$ cat src/sv/brar_pkg.sv
`timescale 1ns / 1ps
// ----------------------------------------------------------------------------
// brar_pkg: shared types and constants
// Register map, opcodes and the configuration bundle of the button remap and
// auto-repeat unit.
// ----------------------------------------------------------------------------
package brar_pkg;

  localparam int REG_SLOTS  = 4;
  localparam int SLOT_W     = $clog2(REG_SLOTS);
  localparam int CFG_ADDR_W = 6;
  localparam int CFG_DATA_W = 64;
  localparam int BTN_W      = 32;
  localparam int TICK_W     = 64;
  localparam int COUNT_W    = 9;
  localparam int LIMIT_W    = 8;
  localparam int IN_TDATA_W = 136;

  localparam logic [BTN_W-1:0]   RESET_SLOW_DELAY = 32'd250000;
  localparam logic [BTN_W-1:0]   RESET_FAST_DELAY = 32'd100000;
  localparam logic [LIMIT_W-1:0] RESET_SLOW_LIMIT = 8'd1;

  typedef enum logic [1:0] {
    OP_SAMPLE = 2'd0,
    OP_SYNC   = 2'd1,
    OP_CLEAR  = 2'd2
  } op_t;

  typedef enum logic [2:0] {
    REG_REMAP_0     = 3'd0,
    REG_REMAP_1     = 3'd1,
    REG_REMAP_2     = 3'd2,
    REG_REMAP_3     = 3'd3,
    REG_SLOW_DELAY  = 3'd4,
    REG_FAST_DELAY  = 3'd5,
    REG_SLOW_LIMIT  = 3'd6,
    REG_REPEAT_MASK = 3'd7
  } reg_idx_t;

  typedef struct packed {
    logic [REG_SLOTS-1:0][2*BTN_W-1:0] remap_entry;
    logic [BTN_W-1:0]                  slow_delay;
    logic [BTN_W-1:0]                  fast_delay;
    logic [LIMIT_W-1:0]                slow_limit;
    logic [BTN_W-1:0]                  repeat_mask;
  } cfg_t;

endpackage

$ cat src/sv/button_remap_auto_repeat_unit.sv
`timescale 1ns / 1ps
// ----------------------------------------------------------------------------
// button_remap_auto_repeat_unit: chord remap with two-speed auto repeat
// Input beats carry an opcode, raw buttons, extra direction bits and a
// 64-bit timestamp on in_tdata. Every input beat yields exactly one output
// beat on out_tdata with the reported buttons (zero for sync, clear and
// unused opcodes). Beats pass an input register, then remap and repeat
// logic, then an output register. While out_tready stays high, one beat
// per cycle is sustained; the repeat state is read and written as a beat
// moves from the input register to the output register.
// When out_tready is low, the output register holds its beat and one more
// beat waits in the input register; after that in_tready drops.
// Configuration goes through the APB-style port (64-bit data, register i at
// byte address 8*i). The user writes it only while no beat is in flight;
// the block itself does not enforce this. Synchronous reset empties both
// registers, zeroes the held pattern, hold time and repeat count, and loads
// the register defaults.
// ----------------------------------------------------------------------------
module button_remap_auto_repeat_unit #(
  parameter int REMAP_ENTRIES = 4
) (
  input  logic                              clk,
  input  logic                              rst_n,
  // in_tdata: opcode[1:0], raw_buttons[33:2], extra_buttons[65:34],
  // now_tick[129:66], zero fill[135:130].
  input  logic                              in_tvalid,
  output logic                              in_tready,
  input  logic [brar_pkg::IN_TDATA_W-1:0]   in_tdata,
  // out_tdata: reported_buttons[31:0].
  output logic                              out_tvalid,
  input  logic                              out_tready,
  output logic [brar_pkg::BTN_W-1:0]        out_tdata,
  input  logic                              cfg_psel,
  input  logic                              cfg_penable,
  input  logic                              cfg_pwrite,
  input  logic [brar_pkg::CFG_ADDR_W-1:0]   cfg_paddr,
  input  logic [brar_pkg::CFG_DATA_W-1:0]   cfg_pwdata,
  output logic [brar_pkg::CFG_DATA_W-1:0]   cfg_prdata,
  output logic                              cfg_pready
);
  import brar_pkg::*;

  cfg_t              cfg;
  logic              s1_valid_r;
  logic              s1_valid_nxt;
  logic [1:0]        s1_op_r;
  logic [BTN_W-1:0]  s1_raw_r;
  logic [BTN_W-1:0]  s1_extra_r;
  logic [TICK_W-1:0] s1_now_r;
  logic              out_valid_r;
  logic              out_valid_nxt;
  logic [BTN_W-1:0]  out_data_r;
  logic [BTN_W-1:0]  remapped;
  logic [BTN_W-1:0]  result;
  logic              in_fire;
  logic              advance;
  logic              go;

  assign advance    = !out_valid_r || out_tready;
  assign in_tready  = !s1_valid_r || advance;
  assign in_fire    = in_tvalid && in_tready;
  assign go         = s1_valid_r && advance;
  assign out_tvalid = out_valid_r;
  assign out_tdata  = out_data_r;

  assign s1_valid_nxt  = in_fire ? 1'b1 : (go ? 1'b0 : s1_valid_r);
  assign out_valid_nxt = advance ? s1_valid_r : out_valid_r;

  brar_cfg_regs u_cfg (
    .clk     (clk),
    .rst_n   (rst_n),
    .psel    (cfg_psel),
    .penable (cfg_penable),
    .pwrite  (cfg_pwrite),
    .paddr   (cfg_paddr),
    .pwdata  (cfg_pwdata),
    .prdata  (cfg_prdata),
    .pready  (cfg_pready),
    .cfg     (cfg)
  );

  brar_remap #(
    .NUM_ENTRIES (REMAP_ENTRIES)
  ) u_remap (
    .cfg         (cfg),
    .raw_buttons (s1_raw_r),
    .remapped    (remapped)
  );

  brar_repeat_core u_core (
    .clk           (clk),
    .rst_n         (rst_n),
    .go            (go),
    .opcode        (s1_op_r),
    .remapped      (remapped),
    .extra_buttons (s1_extra_r),
    .now_tick      (s1_now_r),
    .cfg           (cfg),
    .result        (result)
  );

  always_ff @(posedge clk) begin
    if (!rst_n) begin
      s1_valid_r  <= 1'b0;
      out_valid_r <= 1'b0;
    end else begin
      s1_valid_r  <= s1_valid_nxt;
      out_valid_r <= out_valid_nxt;
    end
  end

  always_ff @(posedge clk) begin
    if (in_fire) begin
      s1_op_r    <= in_tdata[1:0];
      s1_raw_r   <= in_tdata[2 +: BTN_W];
      s1_extra_r <= in_tdata[2+BTN_W +: BTN_W];
      s1_now_r   <= in_tdata[2+2*BTN_W +: TICK_W];
    end
    if (go) begin
      out_data_r <= result;
    end
  end

endmodule

$ cat src/sv/brar_cfg_regs.sv
`timescale 1ns / 1ps
// ----------------------------------------------------------------------------
// brar_cfg_regs: configuration register file
// APB-style write and read access to the chord entries and repeat settings.
// ----------------------------------------------------------------------------
module brar_cfg_regs (
  input  logic                            clk,
  input  logic                            rst_n,
  input  logic                            psel,
  input  logic                            penable,
  input  logic                            pwrite,
  input  logic [brar_pkg::CFG_ADDR_W-1:0] paddr,
  input  logic [brar_pkg::CFG_DATA_W-1:0] pwdata,
  output logic [brar_pkg::CFG_DATA_W-1:0] prdata,
  output logic                            pready,
  output brar_pkg::cfg_t                  cfg
);
  import brar_pkg::*;

  cfg_t             cfg_r;
  cfg_t             cfg_nxt;
  reg_idx_t         reg_idx;
  logic [SLOT_W-1:0] slot;
  logic             wr_en;

  assign pready  = 1'b1;
  assign reg_idx = reg_idx_t'(paddr[CFG_ADDR_W-1:3]);
  assign slot    = paddr[3 +: SLOT_W];
  assign wr_en   = psel && penable && pwrite && pready;
  assign cfg     = cfg_r;

  always_comb begin
    cfg_nxt = cfg_r;
    if (wr_en) begin
      unique case (reg_idx) inside
        REG_REMAP_0, REG_REMAP_1, REG_REMAP_2, REG_REMAP_3: begin
          cfg_nxt.remap_entry[slot] = pwdata;
        end
        REG_SLOW_DELAY:  cfg_nxt.slow_delay  = pwdata[BTN_W-1:0];
        REG_FAST_DELAY:  cfg_nxt.fast_delay  = pwdata[BTN_W-1:0];
        REG_SLOW_LIMIT:  cfg_nxt.slow_limit  = pwdata[LIMIT_W-1:0];
        REG_REPEAT_MASK: cfg_nxt.repeat_mask = pwdata[BTN_W-1:0];
        default: cfg_nxt = cfg_r;
      endcase
    end
  end

  always_comb begin
    unique case (reg_idx) inside
      REG_REMAP_0, REG_REMAP_1, REG_REMAP_2, REG_REMAP_3: begin
        prdata = cfg_r.remap_entry[slot];
      end
      REG_SLOW_DELAY:  prdata = {{(CFG_DATA_W-BTN_W){1'b0}}, cfg_r.slow_delay};
      REG_FAST_DELAY:  prdata = {{(CFG_DATA_W-BTN_W){1'b0}}, cfg_r.fast_delay};
      REG_SLOW_LIMIT:  prdata = {{(CFG_DATA_W-LIMIT_W){1'b0}}, cfg_r.slow_limit};
      REG_REPEAT_MASK: prdata = {{(CFG_DATA_W-BTN_W){1'b0}}, cfg_r.repeat_mask};
      default:         prdata = '0;
    endcase
  end

  always_ff @(posedge clk) begin
    if (!rst_n) begin
      cfg_r.remap_entry <= '0;
      cfg_r.slow_delay  <= RESET_SLOW_DELAY;
      cfg_r.fast_delay  <= RESET_FAST_DELAY;
      cfg_r.slow_limit  <= RESET_SLOW_LIMIT;
      cfg_r.repeat_mask <= '0;
    end else begin
      cfg_r <= cfg_nxt;
    end
  end

endmodule

$ cat src/sv/brar_remap.sv
`timescale 1ns / 1ps
// ----------------------------------------------------------------------------
// brar_remap: chord remap
// Applies the chord entries to the raw button bits in parallel.
// ----------------------------------------------------------------------------
module brar_remap #(
  parameter int NUM_ENTRIES = 4
) (
  input  brar_pkg::cfg_t                 cfg,
  input  logic [brar_pkg::BTN_W-1:0]     raw_buttons,
  output logic [brar_pkg::BTN_W-1:0]     remapped
);
  import brar_pkg::*;

  logic [BTN_W-1:0] add_bits;
  logic [BTN_W-1:0] drop_bits;
  logic [BTN_W-1:0] real_bits;
  logic [BTN_W-1:0] alt_bits;

  always_comb begin
    add_bits  = '0;
    drop_bits = '0;
    real_bits = '0;
    alt_bits  = '0;
    for (int k = 0; k < REG_SLOTS; k++) begin
      real_bits = cfg.remap_entry[k][2*BTN_W-1:BTN_W];
      alt_bits  = cfg.remap_entry[k][BTN_W-1:0];
      if ((k < NUM_ENTRIES) && (|real_bits) && (|alt_bits)) begin
        drop_bits = drop_bits | alt_bits;
        if ((raw_buttons & real_bits) == real_bits) begin
          drop_bits = drop_bits | real_bits;
          add_bits  = add_bits | alt_bits;
        end
      end
    end
    remapped = (raw_buttons & ~drop_bits) | add_bits;
  end

endmodule

$ cat src/sv/brar_repeat_core.sv
`timescale 1ns / 1ps
// ----------------------------------------------------------------------------
// brar_repeat_core: held pattern and repeat timing
// Holds the pattern state and decides, per beat, what is reported.
// ----------------------------------------------------------------------------
module brar_repeat_core (
  input  logic                         clk,
  input  logic                         rst_n,
  input  logic                         go,
  input  logic [1:0]                   opcode,
  input  logic [brar_pkg::BTN_W-1:0]   remapped,
  input  logic [brar_pkg::BTN_W-1:0]   extra_buttons,
  input  logic [brar_pkg::TICK_W-1:0]  now_tick,
  input  brar_pkg::cfg_t               cfg,
  output logic [brar_pkg::BTN_W-1:0]   result
);
  import brar_pkg::*;

  logic [TICK_W-1:0]  held_since_r;
  logic [TICK_W-1:0]  held_since_nxt;
  logic [BTN_W-1:0]   held_pattern_r;
  logic [BTN_W-1:0]   held_pattern_nxt;
  logic [COUNT_W-1:0] repeat_count_r;
  logic [COUNT_W-1:0] repeat_count_nxt;
  logic [BTN_W-1:0]   pattern;
  logic [BTN_W-1:0]   delay;
  logic [TICK_W-1:0]  elapsed;
  logic [COUNT_W-1:0] limit_ext;
  logic               expired;
  logic               repeat_off;

  assign pattern    = remapped | extra_buttons;
  assign limit_ext  = {{(COUNT_W-LIMIT_W){1'b0}}, cfg.slow_limit};
  assign delay      = (repeat_count_r >= limit_ext) ? cfg.fast_delay : cfg.slow_delay;
  assign elapsed    = now_tick - held_since_r;
  assign expired    = (|elapsed[TICK_W-1:BTN_W]) || (elapsed[BTN_W-1:0] > delay);
  assign repeat_off = (cfg.slow_delay == '0) && (cfg.fast_delay == '0) &&
                      (cfg.slow_limit == '0);

  always_comb begin
    held_since_nxt   = held_since_r;
    held_pattern_nxt = held_pattern_r;
    repeat_count_nxt = repeat_count_r;
    result           = '0;
    case (opcode)
      OP_SAMPLE: begin
        if (pattern != '0) begin
          if (pattern == held_pattern_r) begin
            if (!repeat_off && expired) begin
              held_since_nxt = now_tick;
              if (repeat_count_r <= limit_ext) begin
                repeat_count_nxt = repeat_count_r + 1'b1;
              end
              result = pattern & cfg.repeat_mask;
            end
          end else begin
            held_since_nxt   = now_tick;
            held_pattern_nxt = pattern;
            repeat_count_nxt = '0;
            result           = pattern;
          end
        end
      end
      OP_SYNC: begin
        held_since_nxt   = now_tick;
        held_pattern_nxt = remapped;
        repeat_count_nxt = '0;
      end
      OP_CLEAR: begin
        held_since_nxt   = '0;
        held_pattern_nxt = '0;
        repeat_count_nxt = '0;
      end
      default: begin
        result = '0;
      end
    endcase
  end

  always_ff @(posedge clk) begin
    if (!rst_n) begin
      held_since_r   <= '0;
      held_pattern_r <= '0;
      repeat_count_r <= '0;
    end else if (go) begin
      held_since_r   <= held_since_nxt;
      held_pattern_r <= held_pattern_nxt;
      repeat_count_r <= repeat_count_nxt;
    end
  end

  a_clear_state: assert property (@(posedge clk) disable iff (!rst_n)
    go && (opcode == OP_CLEAR) |=>
      (held_pattern_r == '0) && (repeat_count_r == '0) && (held_since_r == '0))
    else $error("clear did not zero the repeat state");

  a_sync_state: assert property (@(posedge clk) disable iff (!rst_n)
    go && (opcode == OP_SYNC) |=>
      (held_since_r == $past(now_tick)) && (repeat_count_r == '0))
    else $error("sync did not restart the hold time");

  a_idle_hold: assert property (@(posedge clk) disable iff (!rst_n)
    !go |=> $stable(held_pattern_r) && $stable(repeat_count_r) && $stable(held_since_r))
    else $error("repeat state changed without a beat");

  a_no_report: assert property (@(posedge clk) disable iff (!rst_n)
    go && (opcode != OP_SAMPLE) |-> (result == '0))
    else $error("non-sample beat reported buttons");

  a_new_pattern: assert property (@(posedge clk) disable iff (!rst_n)
    go && (opcode == OP_SAMPLE) && (pattern != '0) && (pattern != held_pattern_r) |->
      (result == pattern))
    else $error("new pattern not reported at once");

endmodule

$ cat config.mk
export PLATFORM = sky130hd
export DESIGN_NAME = button_remap_auto_repeat_unit
export DESIGN_NICKNAME = d
export VERILOG_FILES = /design/src/sv/brar_pkg.sv /design/src/sv/button_remap_auto_repeat_unit.sv /design/src/sv/brar_cfg_regs.sv /design/src/sv/brar_remap.sv /design/src/sv/brar_repeat_core.sv
export SDC_FILE = /design/constraint.sdc
export NUM_CORES = 2
export LEC_CHECK = 0
export ABC_AREA = 1
export BUFFER_PORTS_ARGS = -buffer_cell sky130_fd_sc_hd__buf_2
export CAP_MARGIN = 5
export CORE_ASPECT_RATIO = 1.75
export CORE_MARGIN = 2
export CORE_UTILIZATION = 50
export CTS_BUF_LIST = sky130_fd_sc_hd__clkbuf_16
export CTS_CLUSTER_DIAMETER = 40
export DETAILED_ROUTE_END_ITERATION = 10
export HOLD_SLACK_MARGIN = 0.03
export PLACE_DENSITY = 0.81
export SLEW_MARGIN = 20
export SYNTH_ARGS = -nofsm -noshare
export SYNTH_HDL_FRONTEND = slang
export SYNTH_SLANG_ARGS = --single-unit
$ cat constraint.sdc
create_clock -name clk -period 8.8 [get_ports clk]
set_input_delay 0 -clock clk [delete_from_list [all_inputs] [get_ports clk]]
set_output_delay 0 -clock clk [all_outputs]
set_load 0.02 [all_outputs]
; Word-level counts from Yosys, hierarchy flattened
; Index checks and enable logic that the tools add are counted.
[word_totals]
register_bits = 629
input_bits = 213
out_inout_bits = 99
wordCells = 148
[op_classes]
mux = 39
n_eq_ne = 18
n_lt_le_gt_ge = 5
addsub = 2
bitwise_logic = 19
n_reduce_logical = 47
[ops]
columns = op, n
row1 = two-way mux 32 bit, 21
row2 = bitwise OR 32 bit, 12
row3 = two-way mux 64 bit, 5
row4 = one-hot mux 64 bit (5 select lines), 1
row5 = OR reduction 32 bit, 9
row6 = bitwise mux 256 bit, 1
row7 = AND 32 bit, 6
row8 = one-hot mux 64 bit (3 select lines), 1
row9 = == test 32 bit, 5
row10 = binary-select mux 64 bit (select 2 bit), 1
row11 = demux 64 bit (select 2 bit), 1
row12 = one-hot mux 32 bit (3 select lines), 1
row13 = logical NOT 32 bit, 2
row14 = subtractor 64 bit, 1
row15 = two-way mux 9 bit, 4
row16 = > comparator 32 bit, 1
row17 = inverter 32 bit, 1
row18 = nonzero test 32 bit, 1
row19 = one-hot mux 9 bit (2 select lines), 1
row20 = "== test 3 bit, second input constant", 4
row21 = logical AND 1 bit, 12
row22 = AND reduction 2 bit, 6
row23 = "adder 9 x 1 -> 9 bit, second input constant", 1
row24 = >= comparator 9 x 8 -> 1 bit, 1
row25 = other kinds (22), 31

; Logic depth before layout (Yosys ltp)
[logic_depth]
depth_word = 24
mapped_depth = 33
mapped_depth_nobuf = 32

; Hierarchy
; Synthesis repeated with hierarchy kept, for this count alone.
[hier_totals]
hier_cells = 7004
area_unflattened_um2 = 42004.0
[modules_own_cells]
columns = module, seq_area_each_um2, cells_per_inst, n_inst, area_per_inst_um2
row1 = brar_cfg_regs, 7206.9, 2921, 1, 17752.0
row2 = brar_repeat_core, 2102.0, 2536, 1, 13508.0
row3 = brar_remap, 0.0, 1372, 1, 5784.3
row4 = button_remap_auto_repeat_unit, 4904.7, 175, 1, 4959.8

; Least setup slack after synthesis
; Ideal clock, no wire load.
[synth_path]
path_kind = register to register
startpoint = register u_cfg.cfg_r (netlist bit u_cfg.cfg[34])
endpoint = register u_core.held_since_r[10]
stages_incl_launch_ff = 26
setup_slack_ps = 4526
required_ps = 8668
n_path_buf = 4
period_less_slack_ps = 4274
t_arrival_ps = 4142
setup_ps = 132
path_cell_list = dfxtp_1 > inv_1 > ha_1 > a21oi_1 > o21ai_0 > a2111oi_0 > nand3_1 > clkbuf_1 > clkbuf_1 > nor2_1 > a21oi_1 > ha_1 > a21oi_1 > nor2_1 > a211oi_1 > a21oi_1 > a2111oi_0 > nand3_1 > nand2_1 > nand3_1 > nand2_1 > nand4_2 > buf_2 > buf_2 > nand4_1 > a21oi_1
[synth_via]
elab_chain_len = 7
elab_cells_between_ends = 10
classes_between = order compare (2) / eq/ne (1) / mux (1) / reduce/logical (6)
[synth_lines]
columns = item, line
row1 = start: declaration, brar_cfg_regs.sv:20  ; cfg_t cfg_r;
row2 = start signal: assignment, brar_cfg_regs.sv:69  ; cfg_r <= cfg_nxt;
row3 = >= comparator 9 x 8 -> 1 bit, brar_repeat_core.sv:34  ; assign delay = (repeat_count_r >= limit_ext) ? cfg.fast_delay : cfg.slow_delay;
row4 = two-way mux 32 bit, brar_repeat_core.sv:34
row5 = > comparator 32 bit, brar_repeat_core.sv:36  ; assign expired = (|elapsed[TICK_W-1:BTN_W]) || (elapsed[BTN_W-1:0] > delay);
row6 = logical OR 1 bit, brar_repeat_core.sv:36
row7 = logical AND 1 bit (*), brar_repeat_core.sv:49  ; if (!repeat_off && expired) begin
row8 = != test 3 bit (no source line) (*), --
row9 = AND reduction 4 bit (no source line) (*), --
row10 = end signal: assignment, brar_repeat_core.sv:86  ; held_since_r <= held_since_nxt;
row11 = end: declaration, brar_repeat_core.sv:19  ; logic [TICK_W-1:0] held_since_r;
; Every way passes the cells marked *; elsewhere a longest branch is shown, timed or not.
; A chain may end at the register's enable or synchronous reset.

; Final worst setup path
[layout_path]
startpoint = register u_cfg.cfg_r (netlist bit u_cfg.cfg[36])
endpoint = register u_core.held_since_r[34]
; The elaborated chain is that of the path after synthesis.

==> metrics.md <==
| Metric | Value |
|---|---|
| Status | completed |
| TritonCTS Buffers | between 80 and 90 |
| Largest family of logic cells by synthesized area | simple AND/OR/NAND/NOR gates |
| Seq/Total Area, Yosys | ~38% |
| CP bufs+invs | 1 |
| Worst path most repeated cell | a21oi_1 |
| Pre-Repair DR Iteration Count | 8 |
| Critical Path RT | between 9 and 10 ns |
| Comb pwr share | a little under a fifth |
| Maximum vdd ir drop | roughly 0.17 mV |
| Max-Cap Viols | 0 |
| Initial Utilization | 50.30% |
| Die width | roughly 210 um |
| Core Util, Final | 60.35% |
| P_int | 5.532 mW |
| Sw Ratio | roughly 33% |
| Die area | between 0.07 and 0.08 mm2 |
| Total wire length | 178.6 mm |
| Total number of vias | 43,180 |
| Pwr Density | 182.5 mW/mm2 |
| Netlist Area Pre-Place | around 0.038 mm2 |
| Clk pwr share | approximately 43% |
| Critical path class | flop to flop |
| Footprint of the multi-input gates | 0.01982 mm2 |
| Synth Area in Adders | 3.640% |
| Hold violation total from the final report | 0 |
| Post-synth EDFFs | around 160 |
| Crit-path cells | inv_1 > ha_1 > a21oi_1 > o21ai_0 > a2111oi_0 > nand3_2 > nor2_1 > a21oi_1 > ha_1 > a21oi_1 > nor2_1 > a211oi_1 > a21oi_1 > a2111oi_0 > nand3_1 > nand2_1 > nand3_1 > nand2_1 > nand4_4 > nand2_4 > nand2_1 > a21oi_1 |
| Most common cell in the netlist | nand2_1 |
| Fmax | ~0.13 GHz |
| Worst Hold Class | input port to flop |
| Leading area contributor after synthesis | dfxtp_1 |
| Minimum clock period | ~7.8 ns |
| Row count | ~130 |
| Seq pwr share | between 30% and 40% |
| Cell type group with the largest total delay on the critical path | simple AND/OR/NAND/NOR gates |
| Starting DRC count in detailed routing | a little over 6,000 |
| Die H | around 370 um |
| Top_reg_cell synth | dfxtp_1 |
| Core area | between 0.07 and 0.08 mm2 |
| Ys Warns | 0 |
| Worst hold slack | ~0.034 ns |
| Layout cell share with drive strength beyond 1 | around a tenth |
| Ports | ~310 |
| Worst-path maximum fanout | 64 |
| Number of fill cells | about 6,900 |
| Switch Pwr | between 2 and 3 mW |
| Synth top area cells | dfxtp_1, nand2_1, edfxtp_1, nor2_1, o21ai_0 |
| Largest net degree at the start of global routing | around 130 |
| Drt wl/cell | between 20 and 30 um |
| Root buffer cell | clkbuf_16 |
| Post-DP HPWL | roughly 120 mm |
| GR Overflow Total | 0 |
| Residual DRC count | 0 |
| CTS tree | yes |
| Post-synth cell types | 52 |
| Clock Latency Late Sink | around 0.71 ns |
| Critical path launch point type | flop |
| Static leakage | 20.03 nW |
| CP max stage cell | nand2_4 |
| Detail Route Antenna Nets | 0 |
| First-pass GRT wire length | ~260 mm |
| CP Capture Type | flop |
| Total Power | around 8.2 mW |
| Vias in the first global route | 41,300 |
| Via-to-Cell Ratio | roughly 6 |
| Simple-Gate Fraction of Synth Area | 31.21% |
| Syn Area/Cell | approximately 6.6 um2 |
| CTS Sinks | 629 |
| Synth Register Bits | approximately 630 |
| Yosys top cell area share | 24.82% |
| RSZ-0062 raised after global routing | no |
| Clock-pin slew of the registers on the worst-case setup and hold paths | about 0.060 ns |
| Fin Setup TNS | 0 ns |
| Slew HR | between 10% and 20% |
| WP data arrival | roughly 8.4 ns |
| Final setup fails | 0 |
| Global Route Usage Sum | 45.73% |
| Maximum buffer depth of the clock tree | 3 |
| Register area | 0.01421 mm2 |
| Final Skew | roughly 0.054 ns |
| I/O Buffers | around 300 |
| Nets | around 6,400 |
| Max incr delay on CP | ~0.8 ns |
| Ys async rst share | 0% |
| XOR/XNOR share of the synthesized area | less than 1% |
| Period utilization | 88.14% |
| Slew Viols, Final | 0 |
| Post-synth top cells | nand2_1, nor2_1, inv_1, o21ai_0, dfxtp_1 |
| Mux share of post-synthesis cell area | 0.2126% |
| Worst slew pin tran | approximately 1.3 ns |
| Post-CTS sizing | 0 |
| Post-synthesis compound-gate area fraction | 16.38% |
| Initial antenna violation count | 17 |
| H-tree Lvls | 3 |
| GP Congestion | roughly 1.1 |
| Area grow syn2layout | 19.97% |
| Synthesized netlist net count | approximately 6,000 |
| Synth Instances | between 5,000 and 6,000 |
-- timing repair --
item | in CTS | in global routing
hold endpoints to repair | 500 | 5
buffers inserted | 0 | 0
hold buffers | 260 | 5
-- cells by family after synthesis --
| kind of cell | count (synthesis) |
|---|---|
| DFF | 629 |
| xor gates and xnor gates | 37 |
| and+or+nand+nor | 2806 |
| muxes | 8 |
| other | 1 |
| AOI/OAI and AO/OA | 1134 |
| adders and majority gates | 109 |
| buffers and inverters | 961 |
-- per-layer routing --
| metal | global-route usage, % | up-vias | wire length (um) |
|---|---|---|---|
| li1 | - | 19620 | - |
| met1 | 45.09 | 19510 | 54780 |
| met2 | 71.00 | 2958 | 78670 |
| met3 | 16.21 | 1077 | 20790 |
| met4 | 49.62 | 14 | 24310 |
| met5 | 0.3831 | - | 93 |
-- sequential cells by signal, summed over array words and instances (netlist names) --
signal,flops
u_cfg.cfg,360
s1_now_r,64
u_core.held_since_r,64
out_tdata,32
s1_extra_r,32
s1_raw_r,32
u_core.held_pattern_r,32
u_core.repeat_count_r,9
s1_op_r,2
out_tvalid,1
s1_valid_r,1
-- layout by cell type, fill, tap and decap left out, types with 46 or more instances in the layout --
cell type and instances:
nand2_1 1403, nor2_1 743, inv_1 647, o21ai_0 506, dfxtp_1 467, a21oi_1 414, nand3_1 389, buf_2 300
dlygate4sd3_1 265, nand4_1 168, edfxtp_1 162, ha_1 107, clkbuf_16 85, buf_4 48, a22oi_1 46
-- layout make-up --
| class | instances | area share (%) |
|---|---|---|
| repair buffers | 615 | 10.05 |
| clock inverters | 66 | 1.509 |
| clock buffers | 85 | 4.707 |
| multi-input cells | 4095 | 43.85 |
| flip-flops and latches | 629 | 31.45 |
| diodes | 9 | 0.04984 |
| well taps | 945 | 2.616 |
| inverters | 691 | 5.762 |
-- worst paths after layout --
kind | start | to | slack [ns] | cells past startpoint
worst max-delay path | u_cfg.cfg[36] | u_core.held_since_r[34] | 1.04 | 22
worst min-delay path | in_tdata[10] | s1_raw_r[8] | 0.03 | 2
worst max register to register | u_cfg.cfg[36] | u_core.held_since_r[34] | 1.04 | 22
worst min register to register | u_core.held_since_r[20] | u_core.held_since_r[20] | 0.47 | 2
-- metrics by stage --
stage	area (um2)	std cells	setup WS [ns]
after floorplan	37670	5685	4.526
after global placement	39670	6709	1.566
after detailed placement	39670	6709	1.389
after CTS	45080	7120	1.323
after global routing	45180	7132	0.6822
final	45190	7135	1.044
-- power groups by stage --
stage          clock, mW  combinational, mW  sequential (mW)
2_1_floorplan          0              0.865             3.18
4_1_cts             3.51               1.47             3.13
3_3_place_gp           0               1.35             3.19
3_5_place_dp           0               1.37             3.19
6_report            3.54               1.57             3.14
5_1_grt             3.66               1.67             3.14
Note: power is estimated with default switching activity, not from simulation.
